$ cat config.mk
export PLATFORM = sky130hd
export DESIGN_NAME = bounded_deque_engine
export DESIGN_NICKNAME = d
export VERILOG_FILES = /design/src/bde_pkg.sv /design/src/bde_ctrl.sv /design/src/bde_datapath.sv /design/src/bounded_deque_engine.sv
export SDC_FILE = /design/constraint.sdc
export NUM_CORES = 1
export LEC_CHECK = 0
export ABC_CLOCK_PERIOD_IN_PS = 7400
export BUFFER_PORTS_ARGS = -buffer_cell sky130_fd_sc_hd__buf_4
export CORE_ASPECT_RATIO = 0.8
export CORE_MARGIN = 2
export CORE_UTILIZATION = 61
export CTS_BUF_LIST = sky130_fd_sc_hd__clkbuf_16
export DETAILED_ROUTE_END_ITERATION = 10
export MAX_ROUTING_LAYER = met4
export PLACE_DENSITY = 0.8
export SLEW_MARGIN = 40
export SYNTH_ARGS = -nofsm -noshare
export SYNTH_HDL_FRONTEND = slang
export SYNTH_SLANG_ARGS = --single-unit
export TNS_END_PERCENT = 5
$ cat constraint.sdc
create_clock -name i_clk -period 7.4 [get_ports i_clk]
set_input_delay 1.85 -clock i_clk [delete_from_list [all_inputs] [get_ports i_clk]]
set_output_delay 1.85 -clock i_clk [all_outputs]
set_load 0.005 [all_outputs]
$ cat src/bde_pkg.sv
// ----------------------------------------------------------------------------
// bde_pkg
// Shared types, constants and helper functions of the bounded deque engine.
// ----------------------------------------------------------------------------
package bde_pkg;

    // sizing
    localparam int CAPACITY   = 32;
    localparam int VALUE_BITS = 32;
    localparam int DATA_W     = 32;
    localparam int IDX_W      = (CAPACITY > 1) ? $clog2(CAPACITY) : 1;
    localparam int CNT_W      = $clog2(CAPACITY + 1);
    localparam int SUM_W      = $clog2(2 * CAPACITY);

    typedef logic [VALUE_BITS-1:0] t_store;
    typedef logic [IDX_W-1:0]      t_idx;
    typedef logic [CNT_W-1:0]      t_cnt;

    // operation codes
    typedef enum logic [2:0] {
        FN_INS_FRONT = 3'd0,
        FN_INS_BACK  = 3'd1,
        FN_REM_FRONT = 3'd2,
        FN_REM_BACK  = 3'd3,
        FN_DUMP      = 3'd4
    } t_func;

    // result codes
    typedef enum logic [1:0] {
        OC_OK    = 2'd0,
        OC_EMPTY = 2'd1,
        OC_FULL  = 2'd2,
        OC_ENTRY = 2'd3
    } t_outcome;

    // controller states
    typedef enum logic [0:0] {
        ST_IDLE = 1'b0,
        ST_DUMP = 1'b1
    } t_state;

    // controller to datapath
    typedef struct packed {
        logic     load_status;
        t_outcome status_code;
        logic     push_front;
        logic     push_back;
        logic     pop_front;
        logic     pop_back;
        logic     dump_start;
        logic     dump_step;
    } t_cmd;

    // datapath to controller
    typedef struct packed {
        logic empty;
        logic full;
        logic dump_last;
        logic out_free;
    } t_status;

    // cut an input value to the stored width
    function automatic t_store to_stored(input logic [DATA_W-1:0] v);
        logic signed [63:0] ext;
        ext = 64'(signed'(v));
        return ext[VALUE_BITS-1:0];
    endfunction

    // sign extend a stored value back to the bus width
    function automatic logic [DATA_W-1:0] from_stored(input t_store s);
        logic signed [63:0] ext;
        ext = 64'(signed'(s));
        return ext[DATA_W-1:0];
    endfunction

endpackage

$ cat src/bde_ctrl.sv
// ----------------------------------------------------------------------------
// bde_ctrl
// Controller: decodes each operation and sequences the dump of the store.
// ----------------------------------------------------------------------------
module bde_ctrl
    import bde_pkg::*;
(
    input  logic    i_clk,
    input  logic    i_rst_n,
    input  logic    i_in_valid,
    input  t_func   i_func,
    input  t_status i_status,
    output logic    o_in_ready,
    output t_cmd    o_cmd
);

    t_state r_state;
    t_state n_state;
    logic   w_accept;

    // state register
    always_ff @(posedge i_clk) begin
        if (!i_rst_n) begin
            r_state <= ST_IDLE;
        end else begin
            r_state <= n_state;
        end
    end

    assign w_accept = i_in_valid && o_in_ready;

    // next state
    always_comb begin
        n_state = r_state;
        unique case (r_state)
            ST_IDLE: begin
                if (w_accept && i_func == FN_DUMP && !i_status.empty) begin
                    n_state = ST_DUMP;
                end
            end
            ST_DUMP: begin
                if (i_status.out_free && i_status.dump_last) begin
                    n_state = ST_IDLE;
                end
            end
            default: n_state = ST_IDLE;
        endcase
    end

    // outputs
    always_comb begin
        o_in_ready = 1'b0;
        o_cmd      = '0;
        unique case (r_state)
            ST_IDLE: begin
                o_in_ready = i_status.out_free;
                if (w_accept) begin
                    unique case (i_func)
                        FN_INS_FRONT, FN_INS_BACK: begin
                            o_cmd.load_status = 1'b1;
                            if (i_status.full) begin
                                o_cmd.status_code = OC_FULL;
                            end else begin
                                o_cmd.status_code = OC_OK;
                                o_cmd.push_front  = (i_func == FN_INS_FRONT);
                                o_cmd.push_back   = (i_func == FN_INS_BACK);
                            end
                        end
                        FN_REM_FRONT, FN_REM_BACK: begin
                            o_cmd.load_status = 1'b1;
                            if (i_status.empty) begin
                                o_cmd.status_code = OC_EMPTY;
                            end else begin
                                o_cmd.status_code = OC_OK;
                                o_cmd.pop_front   = (i_func == FN_REM_FRONT);
                                o_cmd.pop_back    = (i_func == FN_REM_BACK);
                            end
                        end
                        FN_DUMP: begin
                            if (i_status.empty) begin
                                o_cmd.load_status = 1'b1;
                                o_cmd.status_code = OC_EMPTY;
                            end else begin
                                o_cmd.dump_start = 1'b1;
                            end
                        end
                        // unused codes are taken and dropped
                        default: o_cmd = '0;
                    endcase
                end
            end
            ST_DUMP: begin
                o_cmd.dump_step = i_status.out_free;
            end
            default: o_cmd = '0;
        endcase
    end

endmodule

$ cat src/bde_datapath.sv
// ----------------------------------------------------------------------------
// bde_datapath
// Ring store with head index and count, dump walker and output register.
// ----------------------------------------------------------------------------
module bde_datapath
    import bde_pkg::*;
(
    input  logic              i_clk,
    input  logic              i_rst_n,
    input  t_cmd              i_cmd,
    input  logic [DATA_W-1:0] i_item_value,
    input  logic              i_out_ready,
    output t_status           o_status,
    output logic              o_out_valid,
    output logic [DATA_W-1:0] o_out_data,
    output t_outcome          o_out_code,
    output logic              o_out_last
);

    t_store            r_mem [CAPACITY];
    t_idx              r_head;
    t_cnt              r_count;
    t_idx              r_dump_slot;
    t_cnt              r_dump_idx;
    logic              r_out_valid;
    logic [DATA_W-1:0] r_out_data;
    t_outcome          r_out_code;
    logic              r_out_last;

    logic [SUM_W-1:0]  w_tail_sum;
    t_idx              w_tail;
    t_idx              w_head_dec;
    t_idx              w_head_inc;
    t_idx              w_slot_inc;
    logic              w_wr_en;
    t_idx              w_wr_addr;

    // ring index arithmetic
    always_comb begin
        w_tail_sum = SUM_W'(r_head) + SUM_W'(r_count);
        if (w_tail_sum >= SUM_W'(CAPACITY)) begin
            w_tail = IDX_W'(w_tail_sum - SUM_W'(CAPACITY));
        end else begin
            w_tail = IDX_W'(w_tail_sum);
        end
        w_head_dec = (r_head == '0) ? IDX_W'(CAPACITY - 1) : r_head - IDX_W'(1);
        w_head_inc = (r_head == IDX_W'(CAPACITY - 1)) ? '0 : r_head + IDX_W'(1);
        w_slot_inc = (r_dump_slot == IDX_W'(CAPACITY - 1)) ? '0
                                                           : r_dump_slot + IDX_W'(1);
    end

    // status back to the controller
    always_comb begin
        o_status.empty     = (r_count == '0);
        o_status.full      = (r_count == CNT_W'(CAPACITY));
        o_status.dump_last = ((r_dump_idx + CNT_W'(1)) == r_count);
        o_status.out_free  = !r_out_valid || i_out_ready;
    end

    // store write port
    assign w_wr_en   = i_cmd.push_front || i_cmd.push_back;
    assign w_wr_addr = i_cmd.push_front ? w_head_dec : w_tail;

    always_ff @(posedge i_clk) begin
        if (w_wr_en) begin
            r_mem[w_wr_addr] <= to_stored(i_item_value);
        end
    end

    // head and count
    always_ff @(posedge i_clk) begin
        if (!i_rst_n) begin
            r_head  <= '0;
            r_count <= '0;
        end else begin
            if (i_cmd.push_front) begin
                r_head <= w_head_dec;
            end else if (i_cmd.pop_front) begin
                r_head <= w_head_inc;
            end
            if (w_wr_en) begin
                r_count <= r_count + CNT_W'(1);
            end else if (i_cmd.pop_front || i_cmd.pop_back) begin
                r_count <= r_count - CNT_W'(1);
            end
        end
    end

    // dump walker
    always_ff @(posedge i_clk) begin
        if (!i_rst_n) begin
            r_dump_slot <= '0;
            r_dump_idx  <= '0;
        end else if (i_cmd.dump_start) begin
            r_dump_slot <= r_head;
            r_dump_idx  <= '0;
        end else if (i_cmd.dump_step) begin
            r_dump_slot <= w_slot_inc;
            r_dump_idx  <= r_dump_idx + CNT_W'(1);
        end
    end

    // output beat valid
    always_ff @(posedge i_clk) begin
        if (!i_rst_n) begin
            r_out_valid <= 1'b0;
        end else if (i_cmd.load_status || i_cmd.dump_step) begin
            r_out_valid <= 1'b1;
        end else if (i_out_ready) begin
            r_out_valid <= 1'b0;
        end
    end

    // output beat payload, store read is registered here
    always_ff @(posedge i_clk) begin
        if (i_cmd.dump_step) begin
            r_out_data <= from_stored(r_mem[r_dump_slot]);
            r_out_code <= OC_ENTRY;
            r_out_last <= o_status.dump_last;
        end else if (i_cmd.load_status) begin
            r_out_data <= '0;
            r_out_code <= i_cmd.status_code;
            r_out_last <= 1'b1;
        end
    end

    assign o_out_valid = r_out_valid;
    assign o_out_data  = r_out_data;
    assign o_out_code  = r_out_code;
    assign o_out_last  = r_out_last;

endmodule

$ cat src/bounded_deque_engine.sv
// ----------------------------------------------------------------------------
// bounded_deque_engine
// Bounded double-ended queue of signed values on a ring store.
// ----------------------------------------------------------------------------
// beats: a status beat is valid in the cycle after its input beat; the first entry beat
//   of a dump is read from the ring store once in the dump state and the output is free
// edits: one input beat per cycle while idle and the output is free, one status beat each
// dump: the input is held until the last entry beat is taken, one entry beat per cycle
//   while the output is free, read through the single read port of the ring store
// reset: synchronous, clears head, count, state and output valid; store is not cleared
module bounded_deque_engine
    import bde_pkg::*;
(
    input  logic              i_clk,
    input  logic              i_rst_n,
    input  logic              s_axis_tvalid,
    output logic              s_axis_tready,
    input  logic [DATA_W-1:0] s_axis_tdata,   // [31:0] item_value
    input  logic [2:0]        s_axis_tuser,   // [2:0] func
    output logic              m_axis_tvalid,
    input  logic              m_axis_tready,
    output logic [DATA_W-1:0] m_axis_tdata,   // [31:0] entry_value
    output logic [1:0]        m_axis_tuser,   // [1:0] outcome
    output logic              m_axis_tlast
);

    t_cmd     w_cmd;
    t_status  w_status;
    t_outcome w_out_code;

    // operation decode and dump sequencing
    bde_ctrl u_ctrl (
        .i_clk      (i_clk),
        .i_rst_n    (i_rst_n),
        .i_in_valid (s_axis_tvalid),
        .i_func     (t_func'(s_axis_tuser)),
        .i_status   (w_status),
        .o_in_ready (s_axis_tready),
        .o_cmd      (w_cmd)
    );

    // store, indexes and output register
    bde_datapath u_datapath (
        .i_clk        (i_clk),
        .i_rst_n      (i_rst_n),
        .i_cmd        (w_cmd),
        .i_item_value (s_axis_tdata),
        .i_out_ready  (m_axis_tready),
        .o_status     (w_status),
        .o_out_valid  (m_axis_tvalid),
        .o_out_data   (m_axis_tdata),
        .o_out_code   (w_out_code),
        .o_out_last   (m_axis_tlast)
    );

    assign m_axis_tuser = w_out_code;

endmodule
**Word level (Yosys, flattened, before mapping)**

Memories as Yosys holds them, arrays and structs flattened. A register that Yosys moved wholly into a read port is not among the register bits.
Cells that the tools add are included.

- Register bits: 59
- RAM bits: 1,024
- Input port bits: 39
- Output and inout bits: 37
- Word-level logic and storage cells: 88
- Memories: 1

- $add $sub $neg: 8
- Order comparisons: 1
- Equality and inequality tests: 8
- Muxes and demuxes: 38
- Bitwise operators: 2
- Reduce and logical (&&, ||, !) cells: 21

Memories:

| memory | depth | width | read ports | clocked after memory_dff | wr ports | RTL line | text |
|---|---|---|---|---|---|---|---|
| u_datapath.r_mem | 32 | 32 | 1 | 1 | 1 | bde_datapath.sv:20 | `t_store r_mem [CAPACITY];` |

Operators by type and width:

| kind | number |
|---|---|
| $mux 32 | 2 |
| $mux 5 | 11 |
| $add 6x1->6 const B | 2 |
| $mux 1 | 12 |
| $mux 6 | 2 |
| $add 5x1->5 const B | 2 |
| $eq 5x5->1 const B | 2 |
| $mux 2 | 5 |
| $reduce_bool 2->1 | 5 |
| $sub 5x1->5 const B | 2 |
| $mux 9 | 1 |
| $pmux 3 s3 | 1 |
| $mux 8 | 1 |
| $add 5x6->6 | 1 |
| $eq 3x2->1 const B | 2 |
| $eq 6x6->1 | 1 |
| $eq 6x6->1 const B | 1 |
| $ge 6x6->1 const B | 1 |
| $logic_not 6->1 | 1 |
| $reduce_or 2->1 | 3 |
| $sub 6x1->6 const B | 1 |
| $logic_not 5->1 | 1 |
| $logic_and 1x1->1 | 4 |
| $logic_or 1x1->1 | 4 |
| 7 further kinds | 10 |

**Depth between registers and ports, before layout**

- Depth after elaboration: 10
- Mapped depth: 11

**Cells and area by module**

A second synthesis with hierarchy kept.

- Cell total of the unflattened synthesis: 1,879
- Area total of the unflattened synthesis: 42,428.2 µm²

Modules (own cells, without submodules):

| module | instances | cells an instance | area an instance (µm²) |
|---|---|---|---|
| bde_datapath | 1 | 1,858 | 42,250.5 |
| bde_ctrl | 1 | 21 | 177.7 |

**Least setup slack after synthesis**

Ideal clock, no wire load.

- Path kind: in2reg
- Start: in s_axis_tuser[1]
- End: mem u_datapath.r_mem[10][0] (netlist bit), enable pin
- Library setup time: 0.502 ns
- Arrival: 6.164 ns
- Data required time: 6.898 ns
- Setup slack: 0.735 ns
- Stages: 6
- Path buffers: 1
- Cells stage by stage: or3_4 > or3_1 > buf_4 > nor3_2 > a21oi_2 > nor4_1

- Cells in the longest elaborated chain, start to end: 8

RTL lines:

| item | RTL line | text |
|---|---|---|
| from (decl) | bounded_deque_engine.sv:19 | `input logic [2:0] s_axis_tuser,` |
| $eq 3x1->1 or $logic_not 3->1 (tied branches) | bde_ctrl.sv:58, bde_ctrl.sv:66, bde_ctrl.sv:65 |  |
| $reduce_or 2->1 or $mux 2 (tied branches) | bde_ctrl.sv:58, bde_ctrl.sv:61 |  |
| $mux 2 (*) | bde_ctrl.sv:58 | `unique case (i_func)` |
| $mux 9 (*) | bde_ctrl.sv:57 | `if (w_accept) begin` |
| $mux 8 (*) | bde_ctrl.sv:54 | `unique case (r_state)` |
| $logic_or 1x1->1 | bde_datapath.sv:61 | `assign w_wr_en = i_cmd.push_front \|\| i_cmd.push_back;` |
| $mux 1 | bde_datapath.sv:65 | `if (w_wr_en) begin` |
| $mux 1 (implied by the code) | bde_datapath.sv:66 | `r_mem[w_wr_addr] <= to_stored(i_item_value);` |
| to (decl) | bde_datapath.sv:20 |  |

Every way passes the cells marked *; elsewhere a longest branch is shown, timed or not.

**Final worst setup path**

- Start: in m_axis_tready
- End: out s_axis_tready

- Cells in the longest elaborated chain, start to end: 2

RTL lines:

| item | RTL line | text |
|---|---|---|
| from (decl) | bounded_deque_engine.sv:21 | `input logic m_axis_tready,` |
| $logic_or 1x1->1 | bde_datapath.sv:57 | `o_status.out_free = !r_out_valid \|\| i_out_ready;` |
| $mux 1 | bde_ctrl.sv:54 |  |
| to (decl) | bounded_deque_engine.sv:17 | `output logic s_axis_tready,` |

No other way between the ends.

==> results by group <==
STA
  – Worst slew margin: 41.0%
  – Max Clock Skew: 0.0286 ns
  – Fmax: 224 MHz
  – Setup TNS: 0 ns
  – Worst slew pin tran: 0.878 ns
  – RSZ-0062 raised after global routing: no
  – Final setup fails: 0
  – Final Hold Vio Count: 0
  – Max-slew violation count: 0
  – Final worst-path cycle share: 60.4%
  – Crit path time final: 4.47 ns

Min path
  – Hold WC Path Type: reg2reg

Finish
  – Fraction of layout cells with a size suffix above 1: 28.1%
  – Nets: 2151
  – Most frequent cells in the layout: edfxtp_1 (1057), mux4_2 (256), buf_4 (126)
  – Layout Utilization: 69.2%
  – Layout area overhead: 12.6%
  – Leading cell type in the layout, fill and taps excluded: edfxtp_1
  – Fillers: 3981
  – Post-route cell area: 47500 µm²

Synth
  – Post-synth EDFFs: 1057
  – Avg Inst Size Synth: 21.4 µm²
  – Post-Syn Instances: 1971
  – Syn Nets: 2026
  – Register area share after synthesis: 76.7%
  – Cell variety after synth: 66
  – Async set-or-reset flop fraction in the synthesized netlist: 0%
  – Post-Syn Area: 42200 µm²
  – Top_reg_cell synth: edfxtp_1
  – Yosys warnings: 0
  – Synthesized flop and latch total: 1088

Place
  – Port bufs: 75
  – Post-DP Area: 44100 µm²
  – Routability Congestion: 0.935
  – DP Wirelength: 58500 µm

Global route
  – Antenna violations before repair: 4
  – Vias in the first global route: 21560
  – Largest net degree at the start of global routing: 109
  – Remaining global-route overflow: 0
  – First-pass GRT wire length: 151000 µm
  – Overall global routing resource usage: 30.9%

Worst setup path
  – CP most frequent cell: buf_4
  – Crit path max fanout: 5
  – Setup CP Type: in2out
  – Crit end category: primary output
  – Slowest CP cell: nor2b_1
  – CP peak stage delay: 0.39 ns
  – Setup crit start kind: primary input
  – Critical path buffer and inverter count: 2
  – Crit path arrival time: 2.62 ns
  – Family with the most delay on the worst path: simple AND/OR/NAND/NOR gates
  – Critical Path RT: 5.55 ns
  – Worst path cell trace: buf_4, nor2b_1, nor2_1, buf_4

Floorplanning
  – I/O pin cnt: 76
  – Die W: 298 µm
  – Core Rows: 86
  – Full die area: 71300 µm²
  – Core Region: 68700 µm²
  – Initial core utilization: 61.4%
  – Vert. Die Dim: 239 µm

Power and ir drop
  – Pint: 10.1 mW
  – Pwr dens: 270 nW/µm²
  – Sequential power share: 53.6%
  – Clock power share: 40.9%
  – Sw Share: 21.5%
  – P_leak: 14.7 nW
  – NetSw: 2.76 mW
  – Comb pwr share: 5.5%
  – VDD IR max: 0.000228 V

Drt
  – Remaining DRCs: 0
  – 1st-pass router iterations: 6
  – Total number of vias: 21656
  – WL/cell: 33.6 µm
  – Via density: 6.98
  – Detailed Route WL: 104000 µm
  – Initial drt markers: 3162
  – Antenna viol nets, final: 0

Clocking
  – Worst skew pair latency: 0.68 ns
  – TritonCTS clock tree: done
  – Clock Tree Buf Depth: 3
  – Clock slew at reported path FFs: 0.06 ns
  – Post-CTS Setup Bufs: 0
  – PostCTS Resize Cnt: 0
  – H-tree depth: 3
  – Hold buffer count at cts: 0
  – CTS sink cnt: 1088
  – Root buffer cell: clkbuf_16
  – CTS buffer count: 99

Outcome
  – Status: finished, final reports clean

Run
  – Max-cap violations: 0
==> final cells by class <==
class	count	area [µm²]	share of cell area, %
multi-input cells	762	9490	20.0
inverters	10	37.5	0.0790
well taps	924	1160	2.43
diodes	1	2.50	0.00527
flip-flops and latches	1088	32400	68.2
repair buffers	135	1110	2.34
clock buffers	100	2500	5.27
clock inverters	82	818	1.72
==> cell usage after synthesis, types with 28 or more instances <==
cell,instances,share of area (%)
a22oi_1,49,0.87
nor4_1,34,0.50
clkbuf_1,47,0.42
nor3_1,36,0.43
and3_1,28,0.42
a211oi_1,36,0.64
dfxtp_1,31,1.5
edfxtp_1,1057,75
buf_2,34,0.40
nand2_1,40,0.36
mux4_2,256,14
nor2b_1,41,0.61
==> worst paths after layout <==
path         cells past startpoint  slack, ns                      from                  endpoint
max                              4       2.93             m_axis_tready             s_axis_tready
min                              2       0.50  u_datapath.r_dump_idx[1]  u_datapath.r_dump_idx[1]
max reg2reg                      9       3.60      u_datapath.r_head[0]   u_datapath.r_mem[17][0]
min reg2reg                      2       0.50  u_datapath.r_dump_idx[1]  u_datapath.r_dump_idx[1]
==> routing by layer <==
layer / track usage [%] / up-vias / wire length [µm]
met2: 49.0 / 1605 / 51900
met3: 5.25 / 291 / 10100
li1: - / 8570 / -
met4: 12.6 / 0 / 4890
met1: 40.6 / 11190 / 37400
met5: - / - / 0
==> worst reg2reg max path, stage by stage (launching register included) <==
cell      delay (ns)
dfxtp_1         0.63
ha_1            0.27
inv_1           0.06
fa_1            0.50
mux2i_1         0.16
nor4_2          0.32
o211ai_1        0.30
buf_2           0.27
nor3_4          0.53
buf_4           0.42
==> per-stage QoR <==
| stage | worst slack, ns | total power [mW] | hold slack, ns | instances |
|---|---|---|---|---|
| after CTS | 2.95 | 12.8 | 0.499 | 3099 |
| after global routing | 2.88 | 13.1 | 0.527 | 3102 |
| after floorplan | 0.735 | 7.35 | 0.466 | 1971 |
| final | 2.93 | 12.8 | 0.498 | 3102 |
| after detailed placement | 2.46 | 7.68 | 0.487 | 2917 |
| after global placement | 2.26 | 7.65 | 0.476 | 2914 |
==> logic make-up after synthesis <==
kind of cell / after synthesis / share of synthesized area [%]
AOI/OAI and AO/OA: 193 / 3.32
xor gates and xnor gates: 22 / 0.457
adders and majority gates: 16 / 0.510
and+or+nand+nor: 257 / 3.46
muxes: 274 / 14.1
buffers and inverters: 121 / 1.44
DFF: 1088 / 76.7
==> sequential cells by signal (all words and copies together) (netlist names), named ones only <==
signal                  cells
u_datapath.r_mem         1024
u_datapath.r_count          6
u_datapath.o_out_valid      1
u_datapath.o_out_code       2
u_datapath.r_head           5
u_ctrl.r_state              1
u_datapath.o_out_last       1
u_datapath.o_out_data      32
u_datapath.r_dump_idx       6
u_datapath.r_dump_slot      5
==> power groups by stage <==
stage	logic, mW	registers [mW]	clock network, mW
after floorplan	0.377	6.97	0
after global routing	0.741	6.87	5.52
after CTS	0.695	6.87	5.28
after detailed placement	0.683	7.00	0
final	0.706	6.87	5.24
after global placement	0.656	7.00	0
Note: power is estimated with default switching activity, not from simulation.
